### config.mk
export PLATFORM = sky130hd
export DESIGN_NAME = xmodem_block_framer
export DESIGN_NICKNAME = d
export VERILOG_FILES = /design/src/rtl/core/xbf_pkg.sv /design/src/rtl/core/xbf_front.sv /design/src/rtl/core/xbf_queue.sv /design/src/rtl/core/xbf_back.sv /design/src/rtl/core/xmodem_block_framer.sv
export SDC_FILE = /design/constraint.sdc
export NUM_CORES = 1
export LEC_CHECK = 0
export BUFFER_PORTS_ARGS = -buffer_cell sky130_fd_sc_hd__clkbuf_2
export CAP_MARGIN = 0
export CORE_ASPECT_RATIO = 0.6
export CORE_UTILIZATION = 40
export CTS_BUF_LIST = sky130_fd_sc_hd__clkbuf_8
export DETAILED_ROUTE_END_ITERATION = 16
export SYNTH_ARGS = -nofsm -noshare
export SYNTH_HDL_FRONTEND = slang
export SYNTH_SLANG_ARGS = --single-unit
### constraint.sdc
create_clock -name clk -period 8.5 [get_ports clk]
set_input_delay 0.85 -clock clk [delete_from_list [all_inputs] [get_ports clk]]
set_output_delay 0.85 -clock clk [all_outputs]
set_load 0.005 [all_outputs]
### src/rtl/core/xbf_pkg.sv
// xbf_pkg: shared types and constants for the xmodem block framer
// no dependencies; imported by every module in rtl/core
`timescale 1ns / 1ps
`default_nettype none

package xbf_pkg;

	localparam int unsigned PAYLOAD_LEN = 128;
	localparam int unsigned POS_W       = $clog2(PAYLOAD_LEN);
	localparam int unsigned QDEPTH      = 4;
	localparam int unsigned QPTR_W      = $clog2(QDEPTH);
	localparam int unsigned QCNT_W      = $clog2(QDEPTH + 1);

	localparam logic [1:0] CMD_DATA = 2'd0;
	localparam logic [1:0] CMD_PAD  = 2'd1;
	localparam logic [1:0] CMD_END  = 2'd2;

	localparam logic [7:0]  SOH_BYTE  = 8'h01;
	localparam logic [7:0]  EOT_BYTE  = 8'h04;
	localparam logic [7:0]  FILL_BYTE = 8'h1A;
	localparam logic [15:0] CRC_POLY  = 16'h1021;

	typedef struct packed {
		logic [1:0] command;
		logic [7:0] payload_byte;
	} in_item_t;

	typedef struct packed {
		logic [7:0] tx_byte;
		logic       last_of_run;
	} out_item_t;

	// one classified item handed from front to back
	typedef struct packed {
		logic       is_eot;
		logic       opens;
		logic       closes;
		logic       crc_trailer;
		logic [7:0] blk_num;
		logic [7:0] data;
		logic [7:0] trail_hi;
		logic [7:0] trail_lo;
	} job_t;

	// queue status seen by the front and back
	typedef struct packed {
		logic full;
		logic empty;
	} q_stat_t;

endpackage

`default_nettype wire

### src/rtl/core/xbf_front.sv
// xbf_front: accepts input items, keeps block number, position, sum and crc
// depends on xbf_pkg; pushes one job per data, pad or end item to xbf_queue
`timescale 1ns / 1ps
`default_nettype none

module xbf_front
	import xbf_pkg::*;
(
	input  wire logic     clk,
	input  wire logic     arst_n,
	input  wire logic     in_valid,
	output logic          in_ready,
	input  wire in_item_t in_data,
	input  wire logic     cfg_we,
	input  wire logic     cfg_wdata,
	input  wire q_stat_t  q_stat,
	output logic          push,
	output job_t          push_job
);

	logic             crc_mode_q;
	logic [7:0]       blk_q;
	logic [POS_W-1:0] pos_q;
	logic [7:0]       sum_q;
	logic [15:0]      crc_q;

	logic        accept;
	logic        opens;
	logic        closes;
	logic [7:0]  data;
	logic [7:0]  blk_new;
	logic [7:0]  new_sum;
	logic [15:0] new_crc;

	function automatic logic [15:0] crc_add(input logic [15:0] crc, input logic [7:0] b);
		logic [15:0] c;
		c = crc ^ {b, 8'h00};
		for (int i = 0; i < 8; i++) begin
			c = c[15] ? ({c[14:0], 1'b0} ^ CRC_POLY) : {c[14:0], 1'b0};
		end
		return c;
	endfunction

	assign in_ready = !q_stat.full;
	assign accept   = in_valid && in_ready;

	always_comb begin
		data    = (in_data.command == CMD_PAD) ? FILL_BYTE : in_data.payload_byte;
		opens   = (pos_q == '0);
		closes  = (pos_q == POS_W'(PAYLOAD_LEN - 1));
		blk_new = opens ? blk_q + 8'd1 : blk_q;
		new_sum = (opens ? 8'd0 : sum_q) + data;
		new_crc = crc_add(opens ? 16'd0 : crc_q, data);
	end

	always_comb begin
		push_job.is_eot      = (in_data.command == CMD_END);
		push_job.opens       = opens;
		push_job.closes      = closes;
		push_job.crc_trailer = crc_mode_q;
		push_job.blk_num     = blk_new;
		push_job.data        = data;
		push_job.trail_hi    = crc_mode_q ? new_crc[15:8] : new_sum;
		push_job.trail_lo    = new_crc[7:0];
		// the unused command code makes no result
		push = accept && (in_data.command == CMD_DATA || in_data.command == CMD_PAD
			|| in_data.command == CMD_END);
	end

	always_ff @(posedge clk or negedge arst_n) begin
		if (!arst_n) begin
			crc_mode_q <= 1'b1;
		end else if (cfg_we) begin
			crc_mode_q <= cfg_wdata;
		end
	end

	always_ff @(posedge clk or negedge arst_n) begin
		if (!arst_n) begin
			blk_q <= '0;
			pos_q <= '0;
			sum_q <= '0;
			crc_q <= '0;
		end else if (accept) begin
			unique case (in_data.command)
				CMD_END: begin
					blk_q <= '0;
					pos_q <= '0;
					sum_q <= '0;
					crc_q <= '0;
				end
				CMD_DATA, CMD_PAD: begin
					blk_q <= blk_new;
					if (closes) begin
						pos_q <= '0;
						sum_q <= '0;
						crc_q <= '0;
					end else begin
						pos_q <= pos_q + POS_W'(1);
						sum_q <= new_sum;
						crc_q <= new_crc;
					end
				end
				default: begin
				end
			endcase
		end
	end

endmodule

`default_nettype wire

### src/rtl/core/xbf_queue.sv
// xbf_queue: short job queue between front and back
// depends on xbf_pkg; register array with read and write pointers
`timescale 1ns / 1ps
`default_nettype none

module xbf_queue
	import xbf_pkg::*;
(
	input  wire logic    clk,
	input  wire logic    arst_n,
	input  wire logic    push,
	input  wire job_t    push_job,
	input  wire logic    pop,
	output job_t         head,
	output q_stat_t      q_stat
);

	job_t              mem_q [QDEPTH];
	logic [QPTR_W-1:0] wptr_q;
	logic [QPTR_W-1:0] rptr_q;
	logic [QCNT_W-1:0] cnt_q;
	logic              do_push;
	logic              do_pop;

	assign q_stat.full  = (cnt_q == QCNT_W'(QDEPTH));
	assign q_stat.empty = (cnt_q == '0);
	assign do_push      = push && !q_stat.full;
	assign do_pop       = pop && !q_stat.empty;
	assign head         = mem_q[rptr_q];

	always_ff @(posedge clk) begin
		if (do_push) begin
			mem_q[wptr_q] <= push_job;
		end
	end

	always_ff @(posedge clk or negedge arst_n) begin
		if (!arst_n) begin
			wptr_q <= '0;
			rptr_q <= '0;
			cnt_q  <= '0;
		end else begin
			if (do_push) begin
				wptr_q <= wptr_q + QPTR_W'(1);
			end
			if (do_pop) begin
				rptr_q <= rptr_q + QPTR_W'(1);
			end
			if (do_push && !do_pop) begin
				cnt_q <= cnt_q + QCNT_W'(1);
			end else if (do_pop && !do_push) begin
				cnt_q <= cnt_q - QCNT_W'(1);
			end
		end
	end

endmodule

`default_nettype wire

### src/rtl/core/xbf_back.sv
// xbf_back: expands each job into framed bytes, one per cycle while out_ready allows
// depends on xbf_pkg; pops jobs from xbf_queue, drives the output register
`timescale 1ns / 1ps
`default_nettype none

module xbf_back
	import xbf_pkg::*;
(
	input  wire logic     clk,
	input  wire logic     arst_n,
	input  wire job_t     head,
	input  wire q_stat_t  q_stat,
	output logic          pop,
	output logic          out_valid,
	input  wire logic     out_ready,
	output out_item_t     out_data
);

	typedef enum logic [2:0] {
		PH_SOH,
		PH_NUM,
		PH_CMP,
		PH_DATA,
		PH_TR0,
		PH_TR1,
		PH_EOT
	} phase_t;

	phase_t    phase_q;
	job_t      cur_q;
	logic      cur_valid_q;
	out_item_t out_q;
	logic      out_valid_q;

	job_t      job;
	phase_t    ph;
	phase_t    ph_next;
	logic      load;
	logic      emit;
	logic      last;
	logic [7:0] byte_val;

	always_comb begin
		job = cur_valid_q ? cur_q : head;
		if (cur_valid_q) begin
			ph = phase_q;
		end else if (head.is_eot) begin
			ph = PH_EOT;
		end else if (head.opens) begin
			ph = PH_SOH;
		end else begin
			ph = PH_DATA;
		end

		load = !out_valid_q || out_ready;
		emit = load && (cur_valid_q || !q_stat.empty);

		last     = 1'b0;
		ph_next  = ph;
		byte_val = job.data;
		unique case (ph)
			PH_SOH: begin
				byte_val = SOH_BYTE;
				ph_next  = PH_NUM;
			end
			PH_NUM: begin
				byte_val = job.blk_num;
				ph_next  = PH_CMP;
			end
			PH_CMP: begin
				byte_val = ~job.blk_num;
				ph_next  = PH_DATA;
			end
			PH_DATA: begin
				byte_val = job.data;
				ph_next  = PH_TR0;
				last     = !job.closes;
			end
			PH_TR0: begin
				byte_val = job.trail_hi;
				ph_next  = PH_TR1;
				last     = !job.crc_trailer;
			end
			PH_TR1: begin
				byte_val = job.trail_lo;
				last     = 1'b1;
			end
			PH_EOT: begin
				byte_val = EOT_BYTE;
				last     = 1'b1;
			end
			default: begin
				last = 1'b1;
			end
		endcase

		// the head is taken over as soon as its first byte goes out
		pop = emit && !cur_valid_q;
	end

	assign out_valid = out_valid_q;
	assign out_data  = out_q;

	always_ff @(posedge clk or negedge arst_n) begin
		if (!arst_n) begin
			phase_q     <= PH_SOH;
			cur_q       <= '0;
			cur_valid_q <= 1'b0;
			out_q       <= '0;
			out_valid_q <= 1'b0;
		end else begin
			if (load) begin
				out_valid_q <= emit;
			end
			if (emit) begin
				out_q.tx_byte     <= byte_val;
				out_q.last_of_run <= last;
				phase_q           <= ph_next;
				if (last) begin
					cur_valid_q <= 1'b0;
				end else begin
					cur_valid_q <= 1'b1;
					if (!cur_valid_q) begin
						cur_q <= head;
					end
				end
			end
		end
	end

endmodule

`default_nettype wire

### src/rtl/core/xmodem_block_framer.sv
// xmodem_block_framer: frames payload bytes into xmodem blocks with sum or crc-16 trailer
// accepted items go into the job queue; their bytes leave through the output register
// throughput: one result byte per cycle while a job waits and out_ready allows; an item
//   gives one byte, a block opener four, a closer two or three (output port bound)
// a four-entry job queue lets input keep flowing while block overhead drains
// reset: asynchronous, clears numbering, position, sum, crc and queue; crc mode set to 1
`timescale 1ns / 1ps
`default_nettype none

module xmodem_block_framer
	import xbf_pkg::*;
(
	input  wire logic     clk,
	input  wire logic     arst_n,
	input  wire logic     in_valid,
	output logic          in_ready,
	input  wire in_item_t in_data,
	output logic          out_valid,
	input  wire logic     out_ready,
	output out_item_t     out_data,
	input  wire logic     cfg_we,
	input  wire logic     cfg_wdata
);

	q_stat_t q_stat;
	logic    push;
	job_t    push_job;
	logic    pop;
	job_t    head;

	xbf_front u_front (
		.clk       (clk),
		.arst_n    (arst_n),
		.in_valid  (in_valid),
		.in_ready  (in_ready),
		.in_data   (in_data),
		.cfg_we    (cfg_we),
		.cfg_wdata (cfg_wdata),
		.q_stat    (q_stat),
		.push      (push),
		.push_job  (push_job)
	);

	xbf_queue u_queue (
		.clk      (clk),
		.arst_n   (arst_n),
		.push     (push),
		.push_job (push_job),
		.pop      (pop),
		.head     (head),
		.q_stat   (q_stat)
	);

	xbf_back u_back (
		.clk       (clk),
		.arst_n    (arst_n),
		.head      (head),
		.q_stat    (q_stat),
		.pop       (pop),
		.out_valid (out_valid),
		.out_ready (out_ready),
		.out_data  (out_data)
	);

endmodule

`default_nettype wire
### Yosys cells after proc, flatten, opt, wreduce, memory -nomap -nowiden

Memory sizes are Yosys's and may differ from the RTL's.
Cells that the tools add are included.
W data, S select, Z words.

* register bits: 95
* RAM bits: 144
* input bits: 16
* output and inout bits: 11
* memories kept: 1

Memory list
* u_queue.mem_q: words 4, width 36, rd ports 1, clocked after memory_dff 0, wr ports 1, line xbf_queue.sv:18 `job_t mem_q [QDEPTH];`

* add/subtract/negate cells: 7
* equal/unequal tests: 10
* mux-type cells: 32
* bitwise logic cells: 11
* reductions and logical operators: 30

Operator list (number)
* $mux W13: 8
* $pmux W8 S6: 1
* $mux W8: 5
* $mux W34: 1
* $mux W16: 2
* $pmux W16 S2: 1
* $pmux W8 S2: 2
* $not A3 Y3: 8
* $xor A16 B16 Y16: 1
* $pmux W3 S5: 1
* $pmux W7 S2: 1
* $eq A3 B3 Y1 const B: 4
* $mux W3: 4
* $add A8 B1 Y8 const B: 1
* $add A8 B8 Y8: 1
* $logic_and A1 B1 Y1: 8
* $logic_not A1 Y1: 8
* $not A8 Y8: 1
* $add A7 B1 Y7 const B: 1
* $eq A7 B7 Y1 const B: 1
* $logic_not A7 Y1: 1
* $mux W7: 1
* $eq A3 B2 Y1 const B: 2
* $logic_not A3 Y1: 2
* 16 further kinds: 24

### Logic depth before layout (Yosys ltp)

* depth in word-level cells: 21
* gate-level depth with buffers: 14

### By module

Synthesis repeated with hierarchy kept, for this count alone.

* cell total of the unflattened synthesis: 774
* area total of the unflattened synthesis: 11200.7 um2

Modules (own cells, without submodules)
* xbf_queue: times used 1, cells each 224, area each 5635.4 um2, seq. area each 4499.3 um2
* xbf_front: times used 1, cells each 312, area each 2797.7 um2, seq. area each 1002.2 um2
* xbf_back: times used 1, cells each 238, area each 2767.7 um2, seq. area each 1201.2 um2

### Worst setup path before layout

Ideal clock, no wire load.

* path type: reg-to-reg
* start point: register u_front.pos_q[0]
* end point: memory u_queue.mem_q[0][14] (netlist bit) (data pin)
* library setup time: 0.280 ns
* arrival time: 2.851 ns
* data required time: 8.220 ns
* setup slack: 5.369 ns
* cell stages (with the launch flop): 15
* period minus slack after synthesis: 3.131 ns
* path through: dfrtp_1 inv_1 ha_1 nor4b_2 nand2_1 clkbuf_1 clkbuf_1 and2_1 ha_1 fa_1 a21o_1 a21oi_1 o21ai_0 xnor2_1 o21ai_1

RTL lines
* from (decl): line xbf_front.sv:23 `logic [POS_W-1:0] pos_q;`
* from (signal assigned): line xbf_front.sv:99 `pos_q <= pos_q + POS_W'(1);`
* to (decl): line xbf_queue.sv:18

==> impl_metrics.yaml <==
clock_tree:
  root_buffer: "clkbuf_8"
  clk_path_buf_depth: 3
  numCtsBuffers: 36
  htreeDepth: 2
  cts_tree: "done"
  cts_hold_buf: 0
  post-cts-setup-buffers: 0
  clkSinkCount: 239
  clk_pin_slew_worst_paths_ps: 60
  cts_resized: 0
  clk_latency_ps: 550
timing:
  fin_crit_sh_pct: 43.9
  worst_slew_pin_slew_ps: 1170
  hold-worst-slack_ps: 231
  finalSetupViolCount: 0
  rsz0062_at_grt: "no"
  max_slew_margin_pct: 21.5
  fmax_ghz: 0.268
  slew_violations: 0
  fin_worst_skew_ps: 37.7
  fin_crit_ps: 3740
  final_hold_viol_count: 0
  finalSetupTns_ps: 0
drt:
  wl_per_cell_um: 21.1
  highest_layer: "met4"
  met1_length_mm: 12.4
  routed-wl-met2_mm: 9.77
  route.met3.wl_mm: 1.32
  vias_per_cell: 5.40
  route.detailed.drc: 0
  routed_wirelength_mm: 23.9
  vias: 6119
  drt-pass1-iter-count: 5
  first_iter_violations: 576
  antenna_left: 0
synthesis:
  post_synth_and_or_nand_nor_area_fraction_pct: 7.16
  syn_avg_cell_area_um2: 14.8
  synth.area.top_cells: "edfxtp_1 (41%), dfrtp_1 (22%), mux4_2 (7.7%), xnor2_1 (2.9%), nand2_1 (2.6%)"
  synth-compound-area-share_pct: 6.95
  synth.distinct_cells: 57
  ys.flop_type: "edfxtp_1"
  yosys.area.top_type: "edfxtp_1"
  synth_cells: 716
  synth_top_area_share_pct: 40.9
  synth_top_family_by_area: "multiplexers"
  ys_ff_latch: 239
  synth_nets: 749
  async_flop_share_pct: 39.7
  synth_fa_ha_area_share_pct: 2.16
  yosysSeqAreaShare_pct: 63.4
  synth_xor_area_share_pct: 4.62
  synthesis.yosys.warnings: 0
  syn_area_um2: 10600
  synth_edf_count: 144
  synthMuxAreaShare_pct: 13.2
pwr:
  p_leak_nw: 4.52
  p_total_w: 0.00459
  p_per_area_nw_per_um2: 392
  ir_drop_mv: 0.128
run:
  cap_violations: 0
layout:
  n_antenna_cell: 0
  area_delta_synth_final_pct: 10.8
  fin_nets: 786
  drive_gt1_share_pct: 19.3
  final_cell_count_no_fill: 1133
die:
  ios: 27
  dieArea_um2: 27100
  start_util_pct: 41.2
  core_area_um2: 25600
  die_h_um: 128
  die_width_um: 212
  rows: 45
critical_path:
  worst_setup_path_start_kind: "flip-flop"
  critPathCaptureType: "flip-flop"
  worst_ep_required_time_ps: 8690
  crit_arrival_ps: 3930
  cp_max_fo: 20
  crit_type: "reg -> reg"
global_route:
  grt_pass1_wl_mm: 37.3
  gr-total-overflow: 0
  track_usage_pct: 18.6
  grt_pass1_vias: 6183
  grt_max_degree: 71
  antenna_found_initial: 1
placement:
  port_buffers: 26
  globalplace.congestion: 0.834
  dpl.hpwl_mm: 15.7
  dp.cells: 1067
outcome:
  status: "complete, no violations"
min_path:
  hp-class: "in -> async"
## cell usage in the layout (no fill, tap or decap), types with 3 or more instances in the layout
cell type    n
edfxtp_1   144
dfrtp_1     93
nand2_1     72
clkbuf_8    40
mux4_2      36
xnor2_1     35
inv_1       30
nor2_1      30
clkbuf_2    25
mux2_1      23
o21ai_1     21
a22o_1      21
xor2_1      17
a21oi_1     17
ha_1        15
a22oi_1     14
and2_1      13
mux2_2      13
buf_4       10
o22ai_1      9
nor2b_1      6
nand2b_1     6
and3_1       6
o21ai_0      6
nand3_1      6
mux2_4       6
inv_2        5
nor3_1       5
mux2i_1      5
clkinv_1     5
nand4_1      4
a21o_1       3
o211ai_1     3
## cells in the mapped netlist (all sizes together), types with 2 or more instances
cell type / instances
edfxtp: 144
dfrtp: 94
nand2: 72
mux2: 42
xnor2: 37
mux4: 36
nor2: 30
o21ai: 27
a22o: 21
clkbuf: 19
inv: 19
a21oi: 18
buf: 17
xor2: 17
ha: 15
a22oi: 14
and2: 13
o22ai: 9
mux2i: 7
nand3: 7
and3: 6
nand2b: 6
nor2b: 6
nor3: 5
nand4: 4
o211ai: 4
a21o: 3
o31ai: 3
a31oi: 2
fa: 2
nor4: 2
nor4b: 2
o21a: 2
or2: 2
or3b: 2
## report_power, final
group          switching, W  total, W  internal, W
combinational       0.00103   0.00176     0.000734
clock              0.000443  0.000907     0.000464
sequential         0.000215   0.00192      0.00170
## registers in the layout (all words and copies together) (netlist names)
name,count
u_front.pos_q,7
u_queue.cnt_q,3
u_front.crc_mode_q,1
u_back.cur_valid_q,1
u_queue.wptr_q,2
u_front.crc_q,16
u_front.sum_q,8
u_back.cur_q,34
u_back.phase_q,3
u_back.out_data,9
u_back.out_valid,1
u_queue.mem_q,144
u_front.blk_q,8
u_queue.rptr_q,2
## worst max-delay path, cell delays in order, from the launching register on
cell,delay [ps]
dfrtp_1,440
inv_1,120
ha_1,140
nor4b_2,280
nand2_1,500
and2_1,390
ha_1,270
a21oi_1,210
o21bai_1,100
xnor2_1,180
o21ai_0,740
## layer usage
metal,up-vias,track usage (%)
li1,2735,-
met5,-,0
met2,177,25.0
met1,3164,30.2
met4,0,5.29
met3,43,3.43
## layout make-up
cell class              count  area [um^2]
multi-input cells         422         3600
clock inverters            26          134
inverters                  19         71.3
fillers                  2291        13900
well taps                 352          440
flip-flops and latches    239         6700
repair buffers             35          200
clock buffers              40          551
## stage by stage
step	utilization, %	setup slack, ps	cell area (um^2)
finish	45.7	4760	11700
global route	45.7	4610	11700
CTS	45.7	4860	11700
detailed placement	43.0	4880	11000
global placement	43.0	5000	11000
floorplan	-	5370	10600
## logic make-up (layout without fill, tap and decap cells)
logic type               after synthesis  in the layout
flip-flops                           239            239
AND/OR/NAND/NOR                      159            159
adder cells (fa/ha/maj)               17             17
XOR/XNOR                              54             54
AO/OA/AOI/OAI                        107            107
buffers and inverters                 55            120
multiplexers                          85             85
## path summary, 6_finish.rpt
path	start	to	slack (ps)	depth (start not counted)
setup / recovery	u_front.pos_q[0]	u_queue.mem_q[0][11]	4760	10
hold / removal	arst_n	u_back.cur_q[22]	230	1
setup reg to reg	u_front.pos_q[0]	u_queue.mem_q[0][11]	4760	10
hold reg to reg	u_front.sum_q[6]	u_front.sum_q[6]	490	2
max in group asynchronous	arst_n	u_queue.wptr_q[0]	6980	2
min in group clk	u_front.sum_q[6]	u_front.sum_q[6]	490	2
Note: power is estimated with default switching activity, not from simulation.
